### config.mk
export PLATFORM = sky130hd
export DESIGN_NAME = servo_scan_sweep_with_range_table
export DESIGN_NICKNAME = d
export VERILOG_FILES = /design/src/rtl/core/ssr_pkg.sv /design/src/rtl/core/servo_scan_sweep_with_range_table.sv /design/src/rtl/core/ssr_ram.sv
export VERILOG_INCLUDE_DIRS = /design/src /design/src/rtl/core
export SDC_FILE = /design/constraint.sdc
export NUM_CORES = 2
export LEC_CHECK = 0
export BUFFER_PORTS_ARGS = -buffer_cell sky130_fd_sc_hd__buf_2
export CAP_MARGIN = 30
export CORE_MARGIN = 2
export CORE_UTILIZATION = 52
export DETAILED_ROUTE_END_ITERATION = 8
export PLACE_DENSITY_LB_ADDON = 0.2
export SLEW_MARGIN = 20
export SYNTH_ARGS = -nofsm -noshare
export SYNTH_HDL_FRONTEND = slang
export SYNTH_SLANG_ARGS = --single-unit
### constraint.sdc
create_clock -name clk -period 12 [get_ports clk]
set_clock_uncertainty 0.05 [all_clocks]
set_input_delay 1.2 -clock clk [delete_from_list [all_inputs] [get_ports clk]]
set_output_delay 1.2 -clock clk [all_outputs]
set_load 0.01 [all_outputs]
### src/rtl/core/servo_scan_sweep_with_range_table_defines.svh
// Assertion macros shared by the scanner RTL.
`ifndef SERVO_SCAN_SWEEP_WITH_RANGE_TABLE_DEFINES_SVH
`define SERVO_SCAN_SWEEP_WITH_RANGE_TABLE_DEFINES_SVH
`ifndef ASSERT_OFF
`define SSR_ASSERT(lbl, prop, msg) \
  lbl: assert property (@(posedge clk) disable iff (rst) (prop)) else $error(msg);
`define SSR_ASSERT_NEXT(lbl, ante, cons, msg) \
  lbl: assert property (@(posedge clk) disable iff (rst) (ante) |=> (cons)) else $error(msg);
`else
`define SSR_ASSERT(lbl, prop, msg)
`define SSR_ASSERT_NEXT(lbl, ante, cons, msg)
`endif
`endif

### src/rtl/core/ssr_pkg.sv
package ssr_pkg;

  localparam int TABLE_DEPTH_DEF = 64;

  // Input item codes.
  localparam logic [1:0] MODE_TICK  = 2'd0;
  localparam logic [1:0] MODE_START = 2'd1;
  localparam logic [1:0] MODE_STOP  = 2'd2;
  localparam logic [1:0] MODE_QUERY = 2'd3;

  // Configuration register indexes.
  localparam logic [2:0] REG_SWEEP_MIN  = 3'd0;
  localparam logic [2:0] REG_SWEEP_MAX  = 3'd1;
  localparam logic [2:0] REG_STEP_ANGLE = 3'd2;
  localparam logic [2:0] REG_PERIOD     = 3'd3;
  localparam logic [2:0] REG_SETTLE     = 3'd4;
  localparam logic [2:0] REG_PULSE_MIN  = 3'd5;
  localparam logic [2:0] REG_PULSE_MAX  = 3'd6;

  localparam logic [7:0]  RST_SWEEP_MIN  = 8'd20;
  localparam logic [7:0]  RST_SWEEP_MAX  = 8'd160;
  localparam logic [7:0]  RST_STEP_ANGLE = 8'd10;
  localparam logic [9:0]  RST_PERIOD     = 10'd200;
  localparam logic [15:0] RST_SETTLE     = 16'd50;
  localparam logic [11:0] RST_PULSE_MIN  = 12'd500;
  localparam logic [11:0] RST_PULSE_MAX  = 12'd2500;

  localparam logic signed [14:0] NO_READING = 15'sd9999;
  localparam logic signed [14:0] NONE_DIST  = -15'sd1;
  localparam logic [7:0]  PARK_ANGLE  = 8'd90;
  localparam logic [12:0] PULSE_BASE  = 13'd500;
  // angle * 2000 / 180 == (angle * PULSE_RECIP) >> PULSE_SHIFT for angle < 256.
  localparam logic [21:0] PULSE_RECIP = 22'd2912800;
  localparam int          PULSE_SHIFT = 18;

endpackage

### src/rtl/core/servo_scan_sweep_with_range_table.sv
// Servo sweep range scanner. Each input transaction is a one millisecond tick, a start,
// a stop or a query, and each produces exactly one result transaction. Ticks step the
// servo between the sweep limits and, once the settle time has passed, record the
// distance reading in a per-angle table held in a RAM with separate read and write
// ports. A tick that only counts time goes straight to the result, while a step, a
// start or a stop first computes the pulse width with one multiply and a clamp. A
// sample walks the table one entry per cycle looking for its angle. A query walks
// the whole table, then runs a bit-serial divider for the cone mean when the cone
// holds a positive reading. The table walk and the divider set the rate; the block
// takes one transaction at a time but accepts the next one while the previous result
// still waits on the output, and a result that cannot leave holds the block in its
// last state. The table needs no clearing after reset: only entries below the fill
// count are read.
`include "servo_scan_sweep_with_range_table_defines.svh"

module servo_scan_sweep_with_range_table #(
  parameter int TABLE_DEPTH = ssr_pkg::TABLE_DEPTH_DEF
) (
  input  logic               clk,
  input  logic               rst,
  // Configuration write channel.
  input  logic               cfg_valid,
  output logic               cfg_ready,
  input  logic [2:0]         cfg_index,
  input  logic [15:0]        cfg_data,
  // Input channel.
  input  logic               in_valid,
  output logic               in_ready,
  input  logic [1:0]         mode,
  input  logic signed [14:0] distance_reading,
  input  logic [7:0]         query_angle,
  input  logic [7:0]         query_tolerance,
  input  logic [8:0]         cone_width,
  // Result channel.
  output logic               out_valid,
  input  logic               out_ready,
  output logic               servo_valid,
  output logic [7:0]         servo_angle,
  output logic [11:0]        servo_pulse_us,
  output logic               point_valid,
  output logic [7:0]         point_angle,
  output logic signed [14:0] point_distance,
  output logic [31:0]        point_time,
  output logic signed [14:0] closest_distance,
  output logic [7:0]         nearest_angle,
  output logic signed [14:0] angle_distance,
  output logic signed [14:0] cone_average,
  output logic               table_full
);

  localparam int AW  = (TABLE_DEPTH > 1) ? $clog2(TABLE_DEPTH) : 1;
  localparam int CW  = $clog2(TABLE_DEPTH + 1);
  // A sum of up to TABLE_DEPTH readings of at most 14 bits each.
  localparam int SW  = 14 + CW;
  localparam int DIW = $clog2(SW + 1);
  localparam int PW  = 30;

  typedef enum logic [6:0] {
    S_IDLE     = 7'b0000001,
    S_DISPATCH = 7'b0000010,
    S_WALK     = 7'b0000100,
    S_DIV      = 7'b0001000,
    S_PULSE    = 7'b0010000,
    S_CLAMP    = 7'b0100000,
    S_DONE     = 7'b1000000
  } state_t;

  state_t state;

  // Configuration registers.
  logic [7:0]  sweep_min, sweep_max, step_ang;
  logic [9:0]  period;
  logic [15:0] settle;
  logic [11:0] pulse_min, pulse_max;

  // Scanner state.
  logic        running, settling, sweep_down;
  logic [7:0]  cur_angle;
  logic [31:0] ms_count;
  // Settle start and last step are always set together, so one mark serves both.
  logic [31:0] mark_time;
  logic [CW-1:0] entry_count;

  // Latched input transaction.
  logic [1:0]         mode_r;
  logic signed [14:0] dist_r;
  logic [7:0]         qa_r, tol_r;
  logic [8:0]         cone_r;

  // Result being built.
  logic               w_servo_valid, w_point_valid, w_full;
  logic [7:0]         w_servo_angle, w_point_angle, w_cl_angle;
  logic [11:0]        w_pulse;
  logic signed [14:0] w_point_dist, w_closest, w_at, w_cone;
  logic [31:0]        w_point_time;
  logic               have_at;

  // Table walk and divider.
  logic [CW-1:0]  idx, pidx;
  logic           rd_pend;
  logic [SW-1:0]  sum;
  logic [CW-1:0]  cnt;
  logic [CW-1:0]  rem;
  logic [DIW-1:0] div_i;
  logic [PW-1:0]  prod;

  // RAM ports.
  logic          ram_we;
  logic [AW-1:0] ram_waddr, ram_raddr;
  logic [22:0]   ram_wdata, ram_rdata;

  ssr_ram #(
    .WIDTH (23),
    .DEPTH (TABLE_DEPTH)
  ) u_table (
    .clk   (clk),
    .we    (ram_we),
    .waddr (ram_waddr),
    .wdata (ram_wdata),
    .raddr (ram_raddr),
    .rdata (ram_rdata)
  );

  // Entry just read.
  logic [7:0]         ent_ang;
  logic signed [14:0] ent_dist;
  logic               is_sample, is_query;
  logic               match, issue, walk_end;
  logic signed [9:0]  adiff;
  logic signed [10:0] cone_lo, cone_hi, ent_s;
  logic               ent_pos, in_cone, near;
  logic [31:0]        elapsed;
  logic [31:0]        need;
  logic               due;
  logic signed [9:0]  step_sum;
  logic [7:0]         step_angle_next;
  logic               step_down_next;
  logic [CW:0]        trial;
  logic               qbit;
  logic [12:0]        us_raw, us_lo, us_clamped;

  always_comb begin
    ent_ang   = ram_rdata[22:15];
    ent_dist  = $signed(ram_rdata[14:0]);
    is_query  = (mode_r == ssr_pkg::MODE_QUERY);
    is_sample = !is_query;
    match     = rd_pend && is_sample && (ent_ang == cur_angle);
    issue     = (state == S_WALK) && (idx < entry_count) && !match;
    walk_end  = (state == S_WALK) && !rd_pend && (idx >= entry_count);
    ram_raddr = idx[AW-1:0];

    // A sample overwrites the entry holding its angle, or appends if there is room.
    ram_we    = 1'b0;
    ram_waddr = pidx[AW-1:0];
    ram_wdata = {cur_angle, dist_r};
    if (state == S_WALK && is_sample) begin
      if (match) begin
        ram_we = 1'b1;
      end else if (walk_end && entry_count < CW'(TABLE_DEPTH)) begin
        ram_we    = 1'b1;
        ram_waddr = entry_count[AW-1:0];
      end
    end

    // Query tests on the entry just read.
    adiff   = $signed({2'b00, ent_ang}) - $signed({2'b00, qa_r});
    if (adiff < 0) begin
      adiff = -adiff;
    end
    near    = (adiff <= $signed({2'b00, tol_r}));
    ent_pos = (ent_dist > 0);
    ent_s   = $signed({3'b000, ent_ang});
    cone_lo = $signed({3'b000, qa_r}) - $signed({3'b000, cone_r[8:1]});
    cone_hi = $signed({3'b000, qa_r}) + $signed({3'b000, cone_r[8:1]});
    in_cone = (ent_s >= cone_lo) && (ent_s <= cone_hi);

    // One shared elapsed-time compare for both the settle wait and the step period.
    elapsed = ms_count - mark_time;
    need    = settling ? {16'd0, settle} : {22'd0, period};
    due     = (elapsed >= need);

    // Next sweep position, clamped at the limits with a turn of direction.
    step_sum = sweep_down ? ($signed({2'b00, cur_angle}) - $signed({2'b00, step_ang}))
                          : ($signed({2'b00, cur_angle}) + $signed({2'b00, step_ang}));
    step_down_next = sweep_down;
    if (step_sum > $signed({2'b00, sweep_max})) begin
      step_angle_next = sweep_max;
      step_down_next  = 1'b1;
    end else if (step_sum < $signed({2'b00, sweep_min})) begin
      step_angle_next = sweep_min;
      step_down_next  = 1'b0;
    end else begin
      step_angle_next = step_sum[7:0];
    end

    // Restoring divider, one quotient bit per cycle.
    trial = {rem, sum[SW-1]};
    qbit  = (trial >= {1'b0, cnt});

    // Pulse width with the upper clamp applied last.
    us_raw     = ssr_pkg::PULSE_BASE + {1'b0, prod[PW-1:ssr_pkg::PULSE_SHIFT]};
    us_lo      = (us_raw < {1'b0, pulse_min}) ? {1'b0, pulse_min} : us_raw;
    us_clamped = (us_lo > {1'b0, pulse_max}) ? {1'b0, pulse_max} : us_lo;
  end

  assign cfg_ready = 1'b1;
  assign in_ready  = (state == S_IDLE);

  always_ff @(posedge clk) begin
    if (rst) begin
      sweep_min <= ssr_pkg::RST_SWEEP_MIN;
      sweep_max <= ssr_pkg::RST_SWEEP_MAX;
      step_ang  <= ssr_pkg::RST_STEP_ANGLE;
      period    <= ssr_pkg::RST_PERIOD;
      settle    <= ssr_pkg::RST_SETTLE;
      pulse_min <= ssr_pkg::RST_PULSE_MIN;
      pulse_max <= ssr_pkg::RST_PULSE_MAX;
    end else if (cfg_valid) begin
      case (cfg_index)
        ssr_pkg::REG_SWEEP_MIN:  sweep_min <= cfg_data[7:0];
        ssr_pkg::REG_SWEEP_MAX:  sweep_max <= cfg_data[7:0];
        ssr_pkg::REG_STEP_ANGLE: step_ang  <= cfg_data[7:0];
        ssr_pkg::REG_PERIOD:     period    <= cfg_data[9:0];
        ssr_pkg::REG_SETTLE:     settle    <= cfg_data;
        ssr_pkg::REG_PULSE_MIN:  pulse_min <= cfg_data[11:0];
        ssr_pkg::REG_PULSE_MAX:  pulse_max <= cfg_data[11:0];
        default: ;
      endcase
    end
  end

  always_ff @(posedge clk) begin
    if (rst) begin
      state       <= S_IDLE;
      out_valid   <= 1'b0;
      running     <= 1'b0;
      settling    <= 1'b0;
      sweep_down  <= 1'b0;
      cur_angle   <= ssr_pkg::PARK_ANGLE;
      ms_count    <= '0;
      mark_time   <= '0;
      entry_count <= '0;
      rd_pend     <= 1'b0;
    end else begin
      if (out_valid && out_ready && state != S_DONE) begin
        out_valid <= 1'b0;
      end
      case (state)
        S_IDLE: begin
          if (in_valid) begin
            mode_r        <= mode;
            dist_r        <= distance_reading;
            qa_r          <= query_angle;
            tol_r         <= query_tolerance;
            cone_r        <= cone_width;
            w_servo_valid <= 1'b0;
            w_servo_angle <= '0;
            w_pulse       <= '0;
            w_point_valid <= 1'b0;
            w_point_angle <= '0;
            w_point_dist  <= '0;
            w_point_time  <= '0;
            w_closest     <= '0;
            w_cl_angle    <= '0;
            w_at          <= '0;
            w_cone        <= '0;
            w_full        <= 1'b0;
            if (mode == ssr_pkg::MODE_TICK) begin
              ms_count <= ms_count + 32'd1;
            end
            state <= S_DISPATCH;
          end
        end
        S_DISPATCH: begin
          idx     <= '0;
          rd_pend <= 1'b0;
          case (mode_r)
            ssr_pkg::MODE_TICK: begin
              if (running && settling && due) begin
                settling <= 1'b0;
                state    <= S_WALK;
              end else if (running && !settling && due) begin
                cur_angle     <= step_angle_next;
                sweep_down    <= step_down_next;
                w_servo_angle <= step_angle_next;
                mark_time     <= ms_count;
                settling      <= 1'b1;
                state         <= S_PULSE;
              end else begin
                state <= S_DONE;
              end
            end
            ssr_pkg::MODE_START: begin
              if (!running) begin
                running       <= 1'b1;
                cur_angle     <= sweep_min;
                w_servo_angle <= sweep_min;
                sweep_down    <= 1'b0;
                entry_count   <= '0;
                mark_time     <= ms_count;
                settling      <= 1'b1;
                state         <= S_PULSE;
              end else begin
                state <= S_DONE;
              end
            end
            ssr_pkg::MODE_STOP: begin
              if (running) begin
                running       <= 1'b0;
                cur_angle     <= ssr_pkg::PARK_ANGLE;
                w_servo_angle <= ssr_pkg::PARK_ANGLE;
                state         <= S_PULSE;
              end else begin
                state <= S_DONE;
              end
            end
            default: begin
              w_closest  <= ssr_pkg::NO_READING;
              w_cl_angle <= ssr_pkg::PARK_ANGLE;
              w_at       <= ssr_pkg::NONE_DIST;
              have_at    <= 1'b0;
              sum        <= '0;
              cnt        <= '0;
              state      <= S_WALK;
            end
          endcase
        end
        S_WALK: begin
          rd_pend <= issue;
          if (issue) begin
            idx  <= idx + CW'(1);
            pidx <= idx;
          end
          if (rd_pend && is_query) begin
            if (ent_pos && ent_dist < w_closest) begin
              w_closest  <= ent_dist;
              w_cl_angle <= ent_ang;
            end
            if (!have_at && near) begin
              w_at    <= ent_dist;
              have_at <= 1'b1;
            end
            if (ent_pos && in_cone) begin
              sum <= sum + SW'(ent_dist[13:0]);
              cnt <= cnt + CW'(1);
            end
          end
          if (is_sample && (match || walk_end)) begin
            w_point_valid <= 1'b1;
            w_point_angle <= cur_angle;
            w_point_dist  <= dist_r;
            w_point_time  <= ms_count;
            if (!match) begin
              if (entry_count < CW'(TABLE_DEPTH)) begin
                entry_count <= entry_count + CW'(1);
              end else begin
                w_full <= 1'b1;
              end
            end
            state <= S_DONE;
          end else if (is_query && walk_end) begin
            if (w_closest == ssr_pkg::NO_READING) begin
              w_closest <= ssr_pkg::NONE_DIST;
            end
            if (cnt != '0) begin
              rem   <= '0;
              div_i <= DIW'(SW);
              state <= S_DIV;
            end else begin
              w_cone <= ssr_pkg::NONE_DIST;
              state  <= S_DONE;
            end
          end
        end
        S_DIV: begin
          // The quotient shifts in from the bottom as the dividend leaves the top.
          rem   <= qbit ? CW'(trial - {1'b0, cnt}) : trial[CW-1:0];
          sum   <= {sum[SW-2:0], qbit};
          div_i <= div_i - DIW'(1);
          if (div_i == DIW'(1)) begin
            state <= S_DONE;
          end
        end
        S_PULSE: begin
          prod  <= {22'd0, w_servo_angle} * {8'd0, ssr_pkg::PULSE_RECIP};
          state <= S_CLAMP;
        end
        S_CLAMP: begin
          w_servo_valid <= 1'b1;
          w_pulse       <= us_clamped[11:0];
          state         <= S_DONE;
        end
        S_DONE: begin
          if (!out_valid || out_ready) begin
            out_valid        <= 1'b1;
            servo_valid      <= w_servo_valid;
            servo_angle      <= w_servo_angle;
            servo_pulse_us   <= w_pulse;
            point_valid      <= w_point_valid;
            point_angle      <= w_point_angle;
            point_distance   <= w_point_dist;
            point_time       <= w_point_time;
            closest_distance <= w_closest;
            nearest_angle    <= w_cl_angle;
            angle_distance   <= w_at;
            table_full       <= w_full;
            if (is_query && cnt != '0) begin
              cone_average <= $signed(sum[14:0]);
            end else begin
              cone_average <= w_cone;
            end
            state <= S_IDLE;
          end
        end
        default: state <= S_IDLE;
      endcase
    end
  end

  // The fill count never passes the table size.
  `SSR_ASSERT(a_count_bound, entry_count <= CW'(TABLE_DEPTH), "table fill count overflow")
  // An accepted transaction is always dispatched on the next cycle.
  `SSR_ASSERT_NEXT(a_accept_dispatch, in_valid && in_ready, state == S_DISPATCH, "no dispatch")
  // A stop while running parks the servo.
  `SSR_ASSERT_NEXT(a_stop_park, state == S_DISPATCH && mode_r == ssr_pkg::MODE_STOP && running, !running && cur_angle == ssr_pkg::PARK_ANGLE, "stop did not park")
  // The divider never runs with a zero divisor.
  `SSR_ASSERT(a_div_nonzero, state != S_DIV || cnt != '0, "divide by zero count")

endmodule

### src/rtl/core/ssr_ram.sv
module ssr_ram #(
  parameter int WIDTH = 8,
  parameter int DEPTH = 64,
  localparam int AW = (DEPTH > 1) ? $clog2(DEPTH) : 1
) (
  input  logic             clk,
  input  logic             we,
  input  logic [AW-1:0]    waddr,
  input  logic [WIDTH-1:0] wdata,
  input  logic [AW-1:0]    raddr,
  output logic [WIDTH-1:0] rdata
);

  logic [WIDTH-1:0] mem [DEPTH];

  always_ff @(posedge clk) begin
    if (we) begin
      mem[waddr] <= wdata;
    end
    rdata <= mem[raddr];
  end

endmodule
# == Word level (Yosys, flattened, before mapping) ==
# Memory sizes are Yosys's and may differ from the RTL's. A register that Yosys moved wholly into a read port is not among the register bits.
# Index checks and enable logic that the tools add are counted.
# totals
ramBits,1472
wordCells,335
inputBits,66
out_inout_bits,134
memories,1
regBits,548
# op_classes
n_bitwise,1
n_mul,1
mux,120
eq_ne,51
n_lt_le_gt_ge,15
n_addsub,15
n_reduce_logical,77
# mem_list
memory,words,width,read_ports,rd_clocked_by_memory_dff,write_ports,line_no,rtl
u_table.mem,64,23,1,1,1,ssr_ram.sv:14,logic [WIDTH-1:0] mem [DEPTH];
# op_table
cell,count
15-bit two-way mux,15
7-bit two-way mux,23
32-bit two-way mux,5
32-bit case mux with 2 select lines,2
15-bit case mux with 3 select lines,2
8-bit two-way mux,11
21-bit two-way mux,3
21-bit case mux with 3 select lines,1
15-bit case mux with 2 select lines,2
7-bit case mux with 2 select lines,4
7-bit case mux with 7 select lines,1
8-bit case mux with 3 select lines,2
6-bit AND reduction,7
32-bit by 1-bit adder with 32-bit output (second input constant),1
32-bit by 16-bit >= comparator with 1-bit output,1
8-bit case mux with 2 select lines,2
32-bit subtractor,1
2-bit inequality test (second input constant),14
8-bit by 8-bit subtractor with 9-bit output,3
8-bit by 17-bit multiplier with 25-bit output (second input constant),1
5-bit AND reduction,5
1-bit two-way mux,24
12-bit two-way mux,2
12-bit case mux with 2 select lines,1
63 further kinds,147

# == Longest topological paths before layout ==
# depth
depth_word,9
ltp_mapped,25
ltp_nobuf,24

# == Modules after synthesis ==
# A second synthesis with hierarchy kept.
# hier_totals
hier_cells,5345
hier_area_um2,85908.6
# modules_own_cells
module,seq_area_each_um2,cells_each,area_each_um2,n_inst
ssr_ram,44662.8,2535,56839.5,1
servo_scan_sweep_with_range_table,13963.4,2810,29069.1,1

# == Worst setup path before layout ==
# No wires, ideal clock.
# synth_timing
path_kind,input -> register
from,in rst
to,reg angle_distance[0] (enable)
path_slack_ns,4.233
t_arrival_ns,7.095
path_buffers,1
setup_ns,0.623
required_time_ns,11.327
cell_stages,4
path_cell_list,inv_2 > clkbuf_1 > nand2_1 > nor2_1
# synth_via
elab_chain_cells,2
# synth_rtl
item,line_no,rtl
start: declaration,servo_scan_sweep_with_range_table.sv:20,"input logic rst,"
1-bit inverter (no line),n/a,
3-bit AND reduction (no line),n/a,
end signal: assignment,servo_scan_sweep_with_range_table.sv:405,angle_distance <= w_at;
end: declaration,servo_scan_sweep_with_range_table.sv:46,"output logic signed [14:0] angle_distance,"
# No other way between the ends.
# A chain may end at the register's enable or synchronous reset.

# == Worst setup path in the final report ==
# layout_timing
from,reg ms_count[0]
to,reg mark_time[16]
# layout_via
elab_chain_cells,5
elab_cells_between_ends,7
classes_between,add/sub (1); order compare (1); eq/ne (2); reduce/logical (3)
# layout_rtl
item,line_no,rtl
start: declaration,servo_scan_sweep_with_range_table.sv:79,logic [31:0] ms_count;
start signal: assignment,servo_scan_sweep_with_range_table.sv:269,ms_count <= ms_count + 32'd1;
32-bit subtractor (*),servo_scan_sweep_with_range_table.sv:178,elapsed = ms_count - mark_time;
32-bit by 16-bit >= comparator with 1-bit output (*),servo_scan_sweep_with_range_table.sv:180,due = (elapsed >= need);
1-bit logical AND (on tied branches),"servo_scan_sweep_with_range_table.sv:282, servo_scan_sweep_with_range_table.sv:279",
2-bit inequality test (no line),n/a,
5-bit AND reduction (no line) (*),n/a,
end signal: assignment,servo_scan_sweep_with_range_table.sv:286,mark_time <= ms_count;
end signal: assignment,servo_scan_sweep_with_range_table.sv:300,mark_time <= ms_count;
end: declaration,servo_scan_sweep_with_range_table.sv:81,logic [31:0] mark_time;
# Every way passes the cells marked *; elsewhere a longest branch is shown, timed or not.

==> results.py <==
metrics = {
    "synthesis": {
        "yosysTopAreaCell": "edfxtp_1",
        "synth_top_family_by_area": "multiplexers",
        "synth_area_leaders": "edfxtp_1 (64%), mux4_2 (13%), dfxtp_1 (4.4%)",
        "synth-edff-count": 1827,
        "synth-compound-area-share": 0.0416,
        "muxShareOfSynthArea": 0.140,
        "yosysMostFrequentCell": "edfxtp_1",
        "syn_area_per_cell_um2": 17.2,
        "syn_inst": 4949,
        "synth_fa_ha_area_frac": 0.0450,
        "ys_seq_area_frac": 0.688,
        "syn_nets": 5304,
        "synth-simple-area-share": 0.0517,
        "synth_common_cells": "edfxtp_1 (1,827), mux4_2 (483), nand2_1 (303), ha_1 (260), inv_1 (238)",
        "ys_seq_elements": 2015,
        "ys.flop_type": "edfxtp_1",
        "synth_cell_types": 82,
        "yosysWarnings": 0,
        "synth_top_area_share": 0.644,
        "synth-xor-area-share": 0.0135,
        "syn_area_um2": 85200,
        "async_flop_share": 0,
    },
    "pwr": {
        "seqPwrFrac": 0.498,
        "p_per_area_nw_per_um2": 169,
        "clkPwrFrac": 0.378,
        "p_switching_mw": 3.99,
        "power_frac_comb": 0.123,
        "ir_worst_vdd_uv": 146,
        "p_int_mw": 12.2,
        "leakage_nw": 33.5,
        "p_sw_frac": 0.246,
        "total_power_mw": 16.2,
    },
    "routing": {
        "post_drt_wl_per_cell_um": 26.8,
        "drc": 0,
        "first_pass_iters": 5,
        "dr_total_vias": 45782,
        "first_iter_violations": 4493,
        "ant_nets": 0,
        "routed_wl_um": 204000,
        "vias_per_cell": 6.01,
    },
    "timing": {
        "period_needed_ns": 6.06,
        "whs_ns": 0.351,
        "final-hold-violation-count": 0,
        "rsz0062_at_grt": "false",
        "fmax_mhz": 165,
        "slew_violations": 0,
        "layout_worst_path_cycle_share": 0.505,
        "tightest_slew_ns": 1.10,
        "finalSetupTns_ns": 0,
        "max_slew_margin": 0.263,
        "finalSetupViolCount": 0,
        "fin_ws_ns": 5.94,
    },
    "grt": {
        "grt_pass1_wl_um": 302000,
        "grt_max_degree": 140,
        "antenna_found_initial": 13,
        "grt_pass1_vias": 45836,
        "grt_usage": 0.246,
        "grt_overflow_total": 0,
    },
    "setup_path": {
        "worstPathArrival_ns": 6.67,
        "startpoint_type": "register",
        "crit_required_ns": 12.62,
        "worstSetupEndpointType": "register",
        "path_class": "reg2reg",
        "path_max_fanout": 33,
    },
    "clock_tree": {
        "cts.sinks": 2015,
        "cts.repair.resized": 0,
        "clk_latency_ns": 0.85,
        "cts_tree": "yes",
        "cts_hold_buf": 0,
        "clkTransAtPathRegs_ns": 0.07,
        "numCtsBuffers": 199,
        "clock_path_buffers": 3,
        "htree_levels": 4,
        "cts_setup_buffers": 0,
        "root_buffer": "clkbuf_16",
    },
    "place": {
        "dp_cells": 7242,
        "dp_hpwl_um": 120000,
        "placed_area_um2": 89600,
        "place_ws_ns": 5.97,
        "gp_congestion": 0.882,
        "io_buffers": 197,
    },
    "worst_hold_path": {
        "hp-class": "reg2reg",
    },
    "cells_and_area": {
        "final_core_utilization": 0.590,
        "n_fill_cell": 11944,
        "nNetsFinal": 5628,
        "syn_to_final_growth_pct": 12.8,
        "instances_no_fill": 7619,
        "drive_gt1_frac": 0.229,
        "fin_area_um2": 96100,
    },
    "run": {
        "maxCapViolCount": 0,
    },
    "floorplanning": {
        "ios": 200,
        "std_cell_rows": 148,
        "design.core.area_um2": 163000,
        "start_util": 0.523,
        "die_x_um": 409,
        "fp.dieH_um": 409,
        "die_area_um2": 167000,
    },
    "status": {
        "status": "finished, final reports clean",
    },
}
cells by family after synthesis:
family                   after synthesis
XOR/XNOR                             131
other                                  1
flip-flops                          2015
multiplexers                         581
AND/OR/NAND/NOR                      934
AO/OA/AOI/OAI                        545
adder cells (fa/ha/maj)              289
buffers and inverters                453
worst paths after layout:
check                   start            endpoint  slack [ns]  cells after the start
min          w_point_dist[10]  point_distance[10]        0.35                      0
min reg2reg  w_point_dist[10]  point_distance[10]        0.35                      0
max               ms_count[0]       mark_time[16]        5.94                     22
max reg2reg       ms_count[0]       mark_time[16]        5.94                     22
layer usage:
layer	wire length [um]	global-route usage	up-vias
met5	47	0	-
met4	6490	0.0831	6
met3	13900	0.0367	323
met2	99700	0.400	1658
met1	84200	0.343	23718
li1	-	-	20077
cells in the final DEF, fill, tap and decap left out, types with 125 or more instances in the layout:
cell type  instances
edfxtp_1        1827
mux4_2           483
nand2_1          303
ha_1             260
clkbuf_16        199
nor2_1           220
buf_2            197
inv_1            237
buf_4            125
a21oi_1          190
dfxtp_1          180
registers in the layout (all words and copies together) (netlist names), 15 cells and up:
| name | flops |
|---|---|
| angle_distance | 15 |
| dist_r | 15 |
| settle | 16 |
| sum | 21 |
| point_time | 32 |
| mark_time | 32 |
| w_at | 15 |
| u_table.rdata | 23 |
| ms_count | 32 |
| u_table.mem | 1472 |
| w_closest | 15 |
| w_point_time | 32 |
| cone_average | 15 |
| w_point_dist | 15 |
| point_distance | 15 |
| closest_distance | 15 |
worst max-delay path: stages (launching register included):
cell and delay [ns]:
dfxtp_1 0.44, inv_1 0.10, ha_1 0.24, fa_1 0.40
nand2b_1 0.18, a21oi_1 0.27, o2111ai_1 0.26, o211ai_1 0.35
a21oi_1 0.14, xnor2_1 0.23, ha_1 0.29, a21o_1 0.19
a221oi_1 0.35, o221ai_1 0.23, a21oi_1 0.20, o21ai_0 0.12
a211oi_1 0.18, nand4b_1 0.11, or4_4 0.50, o21ai_4 0.16
buf_4 0.49, mux2i_1 0.27, nor2_1 0.06
power by group through the flow:
stage	logic [mW]	clock network [mW]	registers, mW
final	2.00	6.13	8.08
after global routing	2.21	6.49	8.09
after CTS	2.02	6.23	8.08
after detailed placement	2.01	0	8.23
after global placement	1.96	0	8.22
after floorplan	1.31	0	8.25
area by class of cell:
cell class | count | area, um^2 | area share
sequential | 2015 | 58600 | 0.610
multi-input combinational | 2481 | 25200 | 0.263
clock buffer | 245 | 5210 | 0.0542
tap | 2175 | 2720 | 0.0283
timing repair buffer | 337 | 2180 | 0.0227
clock inverter | 123 | 1190 | 0.0124
inverter | 239 | 898 | 0.00935
antenna | 4 | 10.0 | 0.000104
Power figures use the tool's default switching activity.
